`config.mk`:
```
export PLATFORM = sky130hd
export DESIGN_NAME = ogu_mod_cell
export DESIGN_NICKNAME = d
export VERILOG_FILES = /design/src/hdl/ogu_mod_cell.sv
export SDC_FILE = /design/constraint.sdc
export NUM_CORES = 1
export LEC_CHECK = 0
export BUFFER_PORTS_ARGS = -buffer_cell sky130_fd_sc_hd__buf_2
export CORE_ASPECT_RATIO = 0.8
export CORE_MARGIN = 2
export CORE_UTILIZATION = 40
export DETAILED_ROUTE_END_ITERATION = 10
export GPL_ROUTABILITY_DRIVEN = 0
export HOLD_SLACK_MARGIN = 0.12
export PLACE_DENSITY = 0.68
export SLEW_MARGIN = 15
export SYNTH_ARGS = -nofsm -noshare
export SYNTH_HDL_FRONTEND = slang
export SYNTH_SLANG_ARGS = --single-unit
```
`constraint.sdc`:
```
create_clock -name clk -period 4.6 [get_ports clk]
set_input_delay 0.92 -clock clk [delete_from_list [all_inputs] [get_ports clk]]
set_output_delay 0.92 -clock clk [all_outputs]
set_load 0.02 [all_outputs]
```
`src/hdl/ogu_mod_cell.sv`:
```
// One bit step of a pipelined restoring modulo by the track length, several lanes.
`timescale 1ns / 1ps
`default_nettype none
module ogu_mod_cell #(
  parameter int LANES = 1,
  parameter int N     = 33,
  parameter int RW    = 31,
  parameter int PW    = 8
) (
  input  wire logic                      clk,
  input  wire logic                      rst_n,
  input  wire logic                      en,
  input  wire logic [RW-1:0]             len_i,
  input  wire logic                      valid_i,
  input  wire logic [LANES-1:0][N-1:0]   num_i,
  input  wire logic [LANES-1:0][RW-1:0]  rem_i,
  input  wire logic [PW-1:0]             pay_i,
  output logic                           valid_o,
  output logic [LANES-1:0][N-1:0]        num_o,
  output logic [LANES-1:0][RW-1:0]       rem_o,
  output logic [PW-1:0]                  pay_o
);

  logic                       valid_r;
  logic [LANES-1:0][N-1:0]    num_r, num_nxt;
  logic [LANES-1:0][RW-1:0]   rem_r, rem_nxt;
  logic [PW-1:0]              pay_r;

  always_comb begin
    logic [RW:0] t;
    for (int l = 0; l < LANES; l++) begin
      t = {rem_i[l], num_i[l][N-1]};
      if (t >= {1'b0, len_i}) begin
        t = t - {1'b0, len_i};
      end
      rem_nxt[l] = t[RW-1:0];
      num_nxt[l] = {num_i[l][N-2:0], 1'b0};
    end
  end

  always_ff @(posedge clk) begin
    if (!rst_n) begin
      valid_r <= 1'b0;
    end else if (en) begin
      valid_r <= valid_i;
    end
  end

  always_ff @(posedge clk) begin
    if (en) begin
      num_r <= num_nxt;
      rem_r <= rem_nxt;
      pay_r <= pay_i;
    end
  end

  assign valid_o = valid_r;
  assign num_o   = num_r;
  assign rem_o   = rem_r;
  assign pay_o   = pay_r;

endmodule
`default_nettype wire

```
Yosys cells after proc, flatten, opt, wreduce, memory -nomap -nowiden
Index checks and enable logic that the tools add are counted.

word-level totals
  output and inout bits = 73
  flip-flop bits (word level) = 72
  logic and storage cells = 7
  bits of input ports = 107

operators by class
  mux-type cells = 1
  add/subtract/negate cells = 1
  order comparisons = 1

operators with widths
  cell              count
  $ge A32 B31 Y1    1
  $mux W31          1
  $sub A31 B31 Y31  1

Logic depth before layout (Yosys ltp)
  depth after elaboration = 2
  mapped depth = 12
  mapped depth without buffers = 11

Worst setup path after synthesis
No wires, ideal clock.

  kind = in2reg
  from = input port len_i[18]
  to = register rem_r, in the netlist rem_o[29], data pin
  stages = 11
  arrival time = 2.851 ns
  setup time = 0.257 ns
  slack = 1.492 ns
  path buffers = 1
  data required time = 4.343 ns
  cell sequence = inv_1 > ha_1 > buf_6 > a21o_1 > a21o_1 > a21oi_2 > o22ai_1 > or4_4 > a31oi_4 > xor2_1 > o21ai_1

RTL lines
  element                 RTL line  text
  start: declaration      13        input wire logic [RW-1:0] len_i,
  end signal: assignment  52        rem_r <= rem_nxt;
  end: declaration        26        logic [LANES-1:0][RW-1:0] rem_r, rem_nxt;

==> summary.md <==
| Metric | Value |
|---|---|
| Clock skew | 0 ns |
| Commonest non-fill, non-tap cell in the layout | buf_2 |
| Total Wirelength | approximately 11000 um |
| Starting Density | 40.5% |
| Synth Register Bits | 72 |
| Number of diodes | 0 |
| Synthesis-to-layout area growth | 29.5% |
| WL met3 | 802 um |
| # DRC | 0 |
| Worst vdd ir | between 0.1 and 0.15 mV |
| Clk sink count | 72 |
| Comb power frac | a little over a quarter |
| Syn Area/Cell | 10.6 um^2 |
| CP Class | in -> reg |
| Total gr overflow | 0 |
| Final hold viol count | 0 |
| FFs w/ async S/R, synth | 0% |
| Max-slew violations | 0 |
| Critical Path Start Type | input pin |
| 1st-iter DRT viols | 146 |
| Seq pwr share | approximately two fifths |
| Synth top area share | just under 50% |
| Accumulated negative setup slack | 0 ns |
| Period Utilization, post-route | between 70% and 80% |
| First-pass DRT Iterations | 5 |
| HP Class | reg -> reg |
| Status | finished, final reports clean |
| Die Width | ~120 um |
| Core Area | around 11000 um^2 |
| Dominant synthesized flop cell | edfxtp_1 |
| Crit path max fanout | 22 |
| Antenna-violating nets left | 0 |
| Seq/Total Area, Yosys | between 40% and 50% |
| Layout Nets | about 730 |
| Fmax | around 0.30 GHz |
| Initial antenna violation count | 0 |
| Final critical-path required period | 3.39 ns |
| Slew at the pin with the worst max-slew slack | 0.806 ns |
| Num CTS Buffers | 9 |
| Worst path most repeated cell | a21oi_1 |
| CP required | roughly 4.8 ns |
| Max Cap Viol | 0 |
| Clk Latency, worst-skew pair | between 0.3 and 0.4 ns |
| Highest metal used | met4 |
| Layout cells sized above 1 | a little over a third |
| Arr. time, crit path | 3.57 ns |
| Average wire per standard cell | approximately 15 um |
| Setup Buffers After CTS | 0 |
| Vias after detailed routing | 3699 |
| Sw frac | around 31% |
| Static Leak | between 2 and 3 nW |
| Post-Route Utilization | ~52% |
| HPWL Detailed | around 8600 um |
| Die height | between 90 and 100 um |
| Unrepaired setup endpoints after global routing | false |
| Total power | approximately 0.002 W |
| CP max stage cell | o21ai_4 |
| Max clock buf depth | 2 |
| P_sw | about 0.00063 W |
| Crit-path cells | buf_2 -> inv_1 -> ha_1 -> fa_1 -> nand2b_1 -> a21oi_1 -> o21ai_1 -> a21boi_1 -> nor3_2 -> o21ai_4 -> buf_4 -> nor2_1 -> a21oi_1 |
| Total GRT Usage | between 10% and 20% |
| Cells after Synth | 410 |
| Wl on met1 | between 4000 and 5000 um |
| Cts repair resizes | 0 |
| Clock slew at reported path FFs | 0.06 ns |
| Internal Power | between 0.001 and 0.0015 W |
| Top cells by area, synth | edfxtp_1, ha_1, a21oi_1, inv_1, xor2_1 |
| Post-synth net total | 549 |
| Critical Path Sink Type | flop |
| Clock power frac | 31.9% |
| Worst path max stage delay | 0.49 ns |
| First-pass GRT wire length | 17700 um |
| Number of I/O port buffers | approximately 180 |
| Post-Place Worst Slack | between 0.8 and 0.9 ns |
| Number of global-route vias before repair | roughly 3600 |
| Number of synthesized flops with an enable pin | ~70 |
| Root Buffer | clkbuf_16 |
| Netlist Area Pre-Place | approximately 4300 um^2 |
| H-tree depth | 3 |
| DP Cell Count | 722 |
| Slew headroom | approximately 46% |
| # rows | 34 |
| Die area | between 10000 and 15000 um^2 |
| Routed met2 length | 5270 um |
| Non-filler cells, final | around 740 |
| P per Cell Area | 359 nW/um^2 |
| Pin count of the biggest net entering global routing | 41 |
| Setup ws final | roughly 1.2 ns |
| Post-DR vias/cell | 5.01 |
| Most frequent cells in the layout | buf_2, edfxtp_1, a21oi_1, inv_1, ha_1 |
| Synth area leader | edfxtp_1 |
| YS warnings | 0 |
| Count of hold-fix buffers inserted at cts | 0 |
| CTS tree | done |
| Final setup vio count | 0 |
| Netlist cell types | slightly below 60 |
| Boundary pin count | between 150 and 200 |
-- worst max-delay path, delay by kind of cell --
family,cells,cell delay (ns)
AO/OA/AOI/OAI,5,1.25
adder cells (fa/ha/maj),2,0.60
buffers and inverters,3,0.45
AND/OR/NAND/NOR,3,0.35
-- synth_stat cells, types with 2 or more instances --
library cell,n
edfxtp_1,71
a21oi_1,48
inv_1,41
ha_1,31
nand2_1,30
nor2_1,29
a21o_1,16
o21ai_1,14
xor2_1,14
o21ai_0,12
xnor2_1,12
nand3_1,8
nand4_1,6
buf_4,5
nand2b_1,4
nor3_1,4
o211ai_1,4
or3_1,4
a211oi_1,3
a31oi_1,3
buf_2,3
clkbuf_1,3
o21a_1,3
o21bai_1,3
a21boi_0,2
a21boi_1,2
a21oi_2,2
nor4_1,2
o2111ai_1,2
-- layout make-up --
cell class,count,area [um^2]
clock buffer,10,229
clock inverter,6,42.5
fill,1004,5090
inverter,41,154
multi-input combinational,285,1960
sequential,72,2150
tap,144,180
timing repair buffer,180,906
-- flip-flops by register name (all words and copies together) (netlist names) --
register	count
num_o	32
pay_o	8
rem_o	31
valid_o	1
-- final timing paths --
check | from | to | slack (ns) | cells after the start
max reg2reg | valid_o | valid_o | 3.99 | 2
max | num_i[32] | rem_o[3] | 1.21 | 13
min reg2reg | valid_o | valid_o | 0.53 | 2
min | valid_o | valid_o | 0.53 | 2
-- metrics by stage --
step,hold WS [ns],instance area [um^2]
finish,0.531,5630
global route,0.578,5630
CTS,0.539,5630
detailed placement,0.522,5360
global placement,0.493,5360
floorplan,0.589,4350
-- metal layers --
layer,vias up,GRT usage [%]
met3,8,3.70
met1,1694,24.7
met2,141,32.5
met5,-,0
li1,1856,-
met4,0,5.10
-- cell families (layout without fill, tap and decap cells) --
family	count (synthesis)	after routing	synth area share, %
AOI/OAI and AO/OA	127	127	19.4
and+or+nand+nor	98	98	10.9
DFF	72	72	49.5
buffers and inverters	53	237	5.27
adders and majority gates	32	32	9.39
xor gates and xnor gates	26	26	5.24
other	1	1	0.0863
muxes	1	1	0.230
-- power by group through the flow --
stage	Sequential [W]	Clock, W	Combinational [W]
floorplan	0.000944	0	0.000265
global placement	0.000845	0	0.000537
detailed placement	0.000846	0	0.000545
CTS	0.000834	0.000667	0.000549
global route	0.000839	0.000690	0.000601
finish	0.000832	0.000645	0.000544
Power figures use the tool's default switching activity.
