$ cat config.mk
export PLATFORM = sky130hd
export DESIGN_NAME = ogu_sqrt_cell
export DESIGN_NICKNAME = d
export VERILOG_FILES = /design/src/hdl/ogu_sqrt_cell.sv
export SDC_FILE = /design/constraint.sdc
export NUM_CORES = 1
export LEC_CHECK = 0
export BUFFER_PORTS_ARGS = -buffer_cell sky130_fd_sc_hd__buf_2
export CAP_MARGIN = 20
export CORE_MARGIN = 5
export CORE_UTILIZATION = 48
export DETAILED_ROUTE_END_ITERATION = 6
export GPL_ROUTABILITY_DRIVEN = 0
export PLACE_DENSITY_LB_ADDON = 0.08
export SETUP_SLACK_MARGIN = 0.3
export SYNTH_ARGS = -nofsm -noshare
export SYNTH_HDL_FRONTEND = slang
export SYNTH_SLANG_ARGS = --single-unit
$ cat constraint.sdc
create_clock -name clk -period 2.6 [get_ports clk]
set_input_delay 0.13 -clock clk [delete_from_list [all_inputs] [get_ports clk]]
set_output_delay 0.13 -clock clk [all_outputs]
set_load 0.005 [all_outputs]
$ cat src/hdl/ogu_sqrt_cell.sv
// One digit step of a pipelined integer square root, several lanes side by side.
`timescale 1ns / 1ps
`default_nettype none
module ogu_sqrt_cell #(
  parameter int LANES = 1,
  parameter int K     = 24,
  parameter int PW    = 8
) (
  input  wire logic                            clk,
  input  wire logic                            rst_n,
  input  wire logic                            en,
  input  wire logic                            valid_i,
  input  wire logic [LANES-1:0][2*K-1:0]       rad_i,
  input  wire logic [LANES-1:0][K+1:0]         rem_i,
  input  wire logic [LANES-1:0][K-1:0]         root_i,
  input  wire logic [PW-1:0]                   pay_i,
  output logic                                 valid_o,
  output logic [LANES-1:0][2*K-1:0]            rad_o,
  output logic [LANES-1:0][K+1:0]              rem_o,
  output logic [LANES-1:0][K-1:0]              root_o,
  output logic [PW-1:0]                        pay_o
);

  logic                      valid_r;
  logic [LANES-1:0][2*K-1:0] rad_r, rad_nxt;
  logic [LANES-1:0][K+1:0]   rem_r, rem_nxt;
  logic [LANES-1:0][K-1:0]   root_r, root_nxt;
  logic [PW-1:0]             pay_r;

  always_comb begin
    logic [K+3:0] sh;
    logic [K+3:0] trial;
    for (int l = 0; l < LANES; l++) begin
      sh    = {rem_i[l], rad_i[l][2*K-1:2*K-2]};
      trial = {2'b00, root_i[l], 2'b01};
      if (sh >= trial) begin
        rem_nxt[l]  = K'(0) + (K+2)'(sh - trial);
        root_nxt[l] = {root_i[l][K-2:0], 1'b1};
      end else begin
        rem_nxt[l]  = sh[K+1:0];
        root_nxt[l] = {root_i[l][K-2:0], 1'b0};
      end
      rad_nxt[l] = {rad_i[l][2*K-3:0], 2'b00};
    end
  end

  always_ff @(posedge clk) begin
    if (!rst_n) begin
      valid_r <= 1'b0;
    end else if (en) begin
      valid_r <= valid_i;
    end
  end

  always_ff @(posedge clk) begin
    if (en) begin
      rad_r  <= rad_nxt;
      rem_r  <= rem_nxt;
      root_r <= root_nxt;
      pay_r  <= pay_i;
    end
  end

  assign valid_o = valid_r;
  assign rad_o   = rad_r;
  assign rem_o   = rem_r;
  assign root_o  = root_r;
  assign pay_o   = pay_r;

endmodule
`default_nettype wire

== Word-level counts from Yosys, hierarchy flattened ==
Index checks and enable logic that the tools add are counted.
Word-level totals
  register bits after elaboration: 105
  bits in latches: 0
  RAM bits: 0
  ROM bits: 0
  input bits: 110
  output and inout port bits: 107
  logic and storage cells: 9
  memories kept: 0
Operators by class
  add/sub/neg operators: 1
  multiply operators: 0
  divide/modulo/power cells: 0
  magnitude comparators: 1
  equality and inequality tests: 0
  shift operators: 0
  muxes and demuxes: 2
  bitwise gates (word level): 0
  reduce and logical (&&, ||, !) cells: 0
Operator list (count)
  greater-or-equal comparator 28 x 26 -> 1 bit: 1
  two-way mux 26 bit: 1
  subtractor 26 bit: 1
  two-way mux 1 bit: 1

== Logic depth before layout (Yosys ltp) ==
  depth in word-level cells: 2
  mapped depth: 11
  gate-level depth less buffers: 10

== Worst setup path after synthesis ==
OpenSTA, ideal clock, no wires.
  kind: input to register
  from: in root_i[0] (netlist name)
  to: reg rem_r (netlist bit rem_o[10]) (data pin)
  setup time: 0.260 ns
  data arrival time: 2.127 ns
  data required time: 2.340 ns
  slack: 0.213 ns
  stages: 11
  buffers on the path: 1
  path through: inv_1 ha_1 nand2b_1 a211o_1 a21oi_2 o211ai_2 a31oi_2 nor2_2 o21ai_4 buf_12 mux2_4
RTL lines
  start, declared: line 15  | input wire logic [LANES-1:0][K-1:0] root_i,
  end signal, assigned: line 58  | rem_r <= rem_nxt;
  end, declared: line 26  | logic [LANES-1:0][K+1:0] rem_r, rem_nxt;

==> summary.md <==
| Metric | Value |
|---|---|
| Worst-path cell chain | buf_2 -> inv_1 -> ha_1 -> nand2_1 -> o21ai_0 -> a31oi_1 -> a31oi_2 -> nor2_2 -> o21ai_4 -> buf_12 -> mux2_2 |
| Setup crit end kind | register |
| Antenna diodes | 0 |
| Outcome | finished clean |
| Sw frac | 26.6% |
| Row cnt | 37 |
| H-Tree Depth | 3 |
| Hold Fails Final Rpt | 0 |
| Layout area overhead | 46.7% |
| Vias | 3971 |
| Post-cts sizing count | 0 |
| Number of synthesized register bits | 105 |
| First-pass GRT wire length | 21000 µm |
| Core Area | around 10000 µm² |
| Fin. max-slew vios | 0 |
| Largest net degree at the start of global routing | 67 |
| Crit path max-delay cell type | ha_1 |
| Comb power frac | roughly a quarter |
| Final WS setup | 439 ps |
| IO Pins | 217 |
| Vias in the first global route | between 4000 and 5000 |
| Clock skew | 0 ps |
| RSZ-0062 raised after global routing | no |
| # DRC | 0 |
| Initial antenna violation count | 0 |
| Yosys warns | 0 |
| CTS Root Buffer Type | clkbuf_8 |
| Worst-path fanout max | 14 |
| Pleak | 3.30 nW |
| Layout cells sized above 1 | 41.3% |
| EDFF count, synth | about 100 |
| Sequential share of the synthesized area | a little over three fifths |
| Routed Antenna Nets | 0 |
| Max stage delay on crit path | 360 ps |
| Int Power | 2.95 mW |
| Minimum clock period | 2160 ps |
| Gr usage total | 20.9% |
| CP startpoint kind | primary input |
| Area contributors post-synth | edfxtp_1 62%, ha_1 6.5%, mux2_4 4.8%, xnor2_1 2.3%, inv_1 2.3% |
| FMAX | between 400 and 500 MHz |
| Worst path bufs/invs | 3 |
| Die W | 112 µm |
| Asr flop ratio synth | 0% |
| Nets@finish | 801 |
| Via/cell ratio | 4.93 |
| Fill cell count | about 730 |
| Critical path required time | about 2700 ps |
| Most common flop cell mapped by yosys | edfxtp_1 |
| DRT Pass-1 Iters | 4 |
| Multi-input logic area | between 1500 and 2000 µm² |
| Max Cap Violations | 0 |
| Sequential Power Share | 52.3% |
| Initial Util | just under 50% |
| Final period util | 83.1% |
| Net Switching | 1.07 mW |
| CTS tree | done |
| Worst-margin pin slew | 551 ps |
| CP top delay family | compound AO/OA/AOI/OAI gates |
| Routed WL | 13200 µm |
| WP data arrival | about 2300 ps |
| Post-Synthesis Cells | 356 |
| Die height | 112 µm |
| Number of clock sinks | 105 |
| Hold Path Class | primary input to register |
| Slew margin rel. | 63.3% |
| WL/cell | 16.3 µm |
| Clk pwr share | 24.0% |
| Initial DRC count | about 190 |
| Worst-path clk slew | 110 ps |
| Setup TNS | 0 ps |
| Synthesized area | 5000 µm² |
| Clock buffer count from CTS | 9 |
| Yosys top cell by area | edfxtp_1 |
| Register area | 3140 µm² |
| # Post-CTS Setup Buffers | 0 |
| Post-Synthesis Mean Instance Area | approximately 14 µm² |
| Worst slack, placed | just under 50 ps |
| Cell Pwr Density | 548 nW/µm² |
| PortBufs | 214 |
| Top-area cell type share of the netlist area | 62.4% |
| Clk Latency, worst-skew pair | 360 ps |
| Final Setup Violations | 0 |
| Hold Buf Count CTS | 78 |
| Count of different cell masters after synthesis | 51 |
| VDD IR max | 0.260 mV |
| Post-DP HPWL | 9490 µm |
| Total gr overflow | 0 |
| Setup Crit Path Kind | primary input to register |
| Maximum clock path buffer count | 2 |
| Die area | 12600 µm² |
==> placed cells by master (no fill, tap or decap), types with 3 or more instances in the layout <==
cell type,instances
nand2_1,21
inv_1,29
o21ai_0,15
mux2_2,6
mux2i_1,3
mux2_4,16
and3_1,3
nand2b_1,3
xnor2_1,13
o21a_1,3
a21o_1,6
a211oi_1,6
buf_2,213
dlygate4sd3_1,78
clkbuf_8,9
ha_4,5
buf_12,3
ha_1,20
buf_4,9
edfxtp_1,104
nor2b_1,4
a21oi_1,21
xor2_1,10
nor3_1,6
and2_1,3
nor2_1,16
==> tightest hold or removal path, cell delays in order <==
cell and delay (ps):
buf_2 80, mux2i_1 60, nor2b_1 100
==> cells in the mapped netlist (4+ instances only) <==
cell type	count
o21ai_0	15
mux2_2	6
xnor2_1	13
nand2_1	21
nor2_1	16
xor2_1	10
inv_1	30
a21oi_1	21
a211oi_1	6
ha_1	26
mux2_4	16
a21o_1	6
edfxtp_1	104
nor3_1	6
nor2b_1	4
==> metrics by stage <==
stage | cell area (µm²) | std cells | power, mW | util, % | hold slack (ps)
detailed placement | 6370 | 712 | 3.00 | 62.3 | 308
floorplan | 5070 | 357 | 2.60 | - | 229
global placement | 6370 | 712 | 2.98 | 62.3 | 306
finish | 7340 | 806 | 4.02 | 71.8 | 28.6
CTS | 7340 | 806 | 4.06 | 71.8 | 13.7
global route | 7340 | 806 | 4.26 | 71.8 | 35.1
==> path summary, 6_finish.rpt <==
kind | start | slack, ps | cells after the start | end
worst min register to register | valid_o$_SDFFE_PN0P_ | 530 | 2 | valid_o$_SDFFE_PN0P_
worst max register to register | valid_o$_SDFFE_PN0P_ | 2000 | 2 | valid_o$_SDFFE_PN0P_
worst min-delay path | valid_i | 30 | 3 | valid_o$_SDFFE_PN0P_
worst max-delay path | root_i[12] | 440 | 11 | rem_o[3]$_DFFE_PP_
==> power by group through the flow <==
stage	Combinational, mW	Clock, mW	Sequential (mW)
after floorplan	0.433	0	2.17
after global placement	0.845	0	2.14
after detailed placement	0.860	0	2.14
after CTS	0.956	1.00	2.10
after global routing	1.04	1.09	2.12
final	0.951	0.967	2.10
==> registers in the layout (all words and copies together) (netlist names) <==
name / count
rem_o: 26
rad_o: 46
root_o: 24
pay_o: 8
valid_o: 1
==> per-layer routing <==
| metal | track usage [%] | routed length [µm] |
|---|---|---|
| met1 | 23.3 | 5030 |
| met2 | 38.3 | 6900 |
| met3 | 6.58 | 955 |
| met4 | 5.85 | 274 |
| met5 | 0 | 0 |
==> cells by family (layout without fill, tap and decap cells) <==
group,Yosys count,in the layout,synth area share (%)
compound gates,72,72,9.55
xor+xnor,23,23,4.03
fa+ha+maj,26,26,6.50
buf+inv,36,349,3.55
flops,105,105,62.8
mux,25,25,6.75
other cells,1,2,0.0750
simple gates,68,68,6.70
==> area by class of cell <==
type,instances,area share (%)
clock buffers,9,1.69
clock inverters,7,0.903
inverters,30,1.53
multi-input cells,216,23.8
flip-flops and latches,105,42.8
well taps,136,2.32
repair buffers,303,26.9
(Power assumes the default switching activity.)
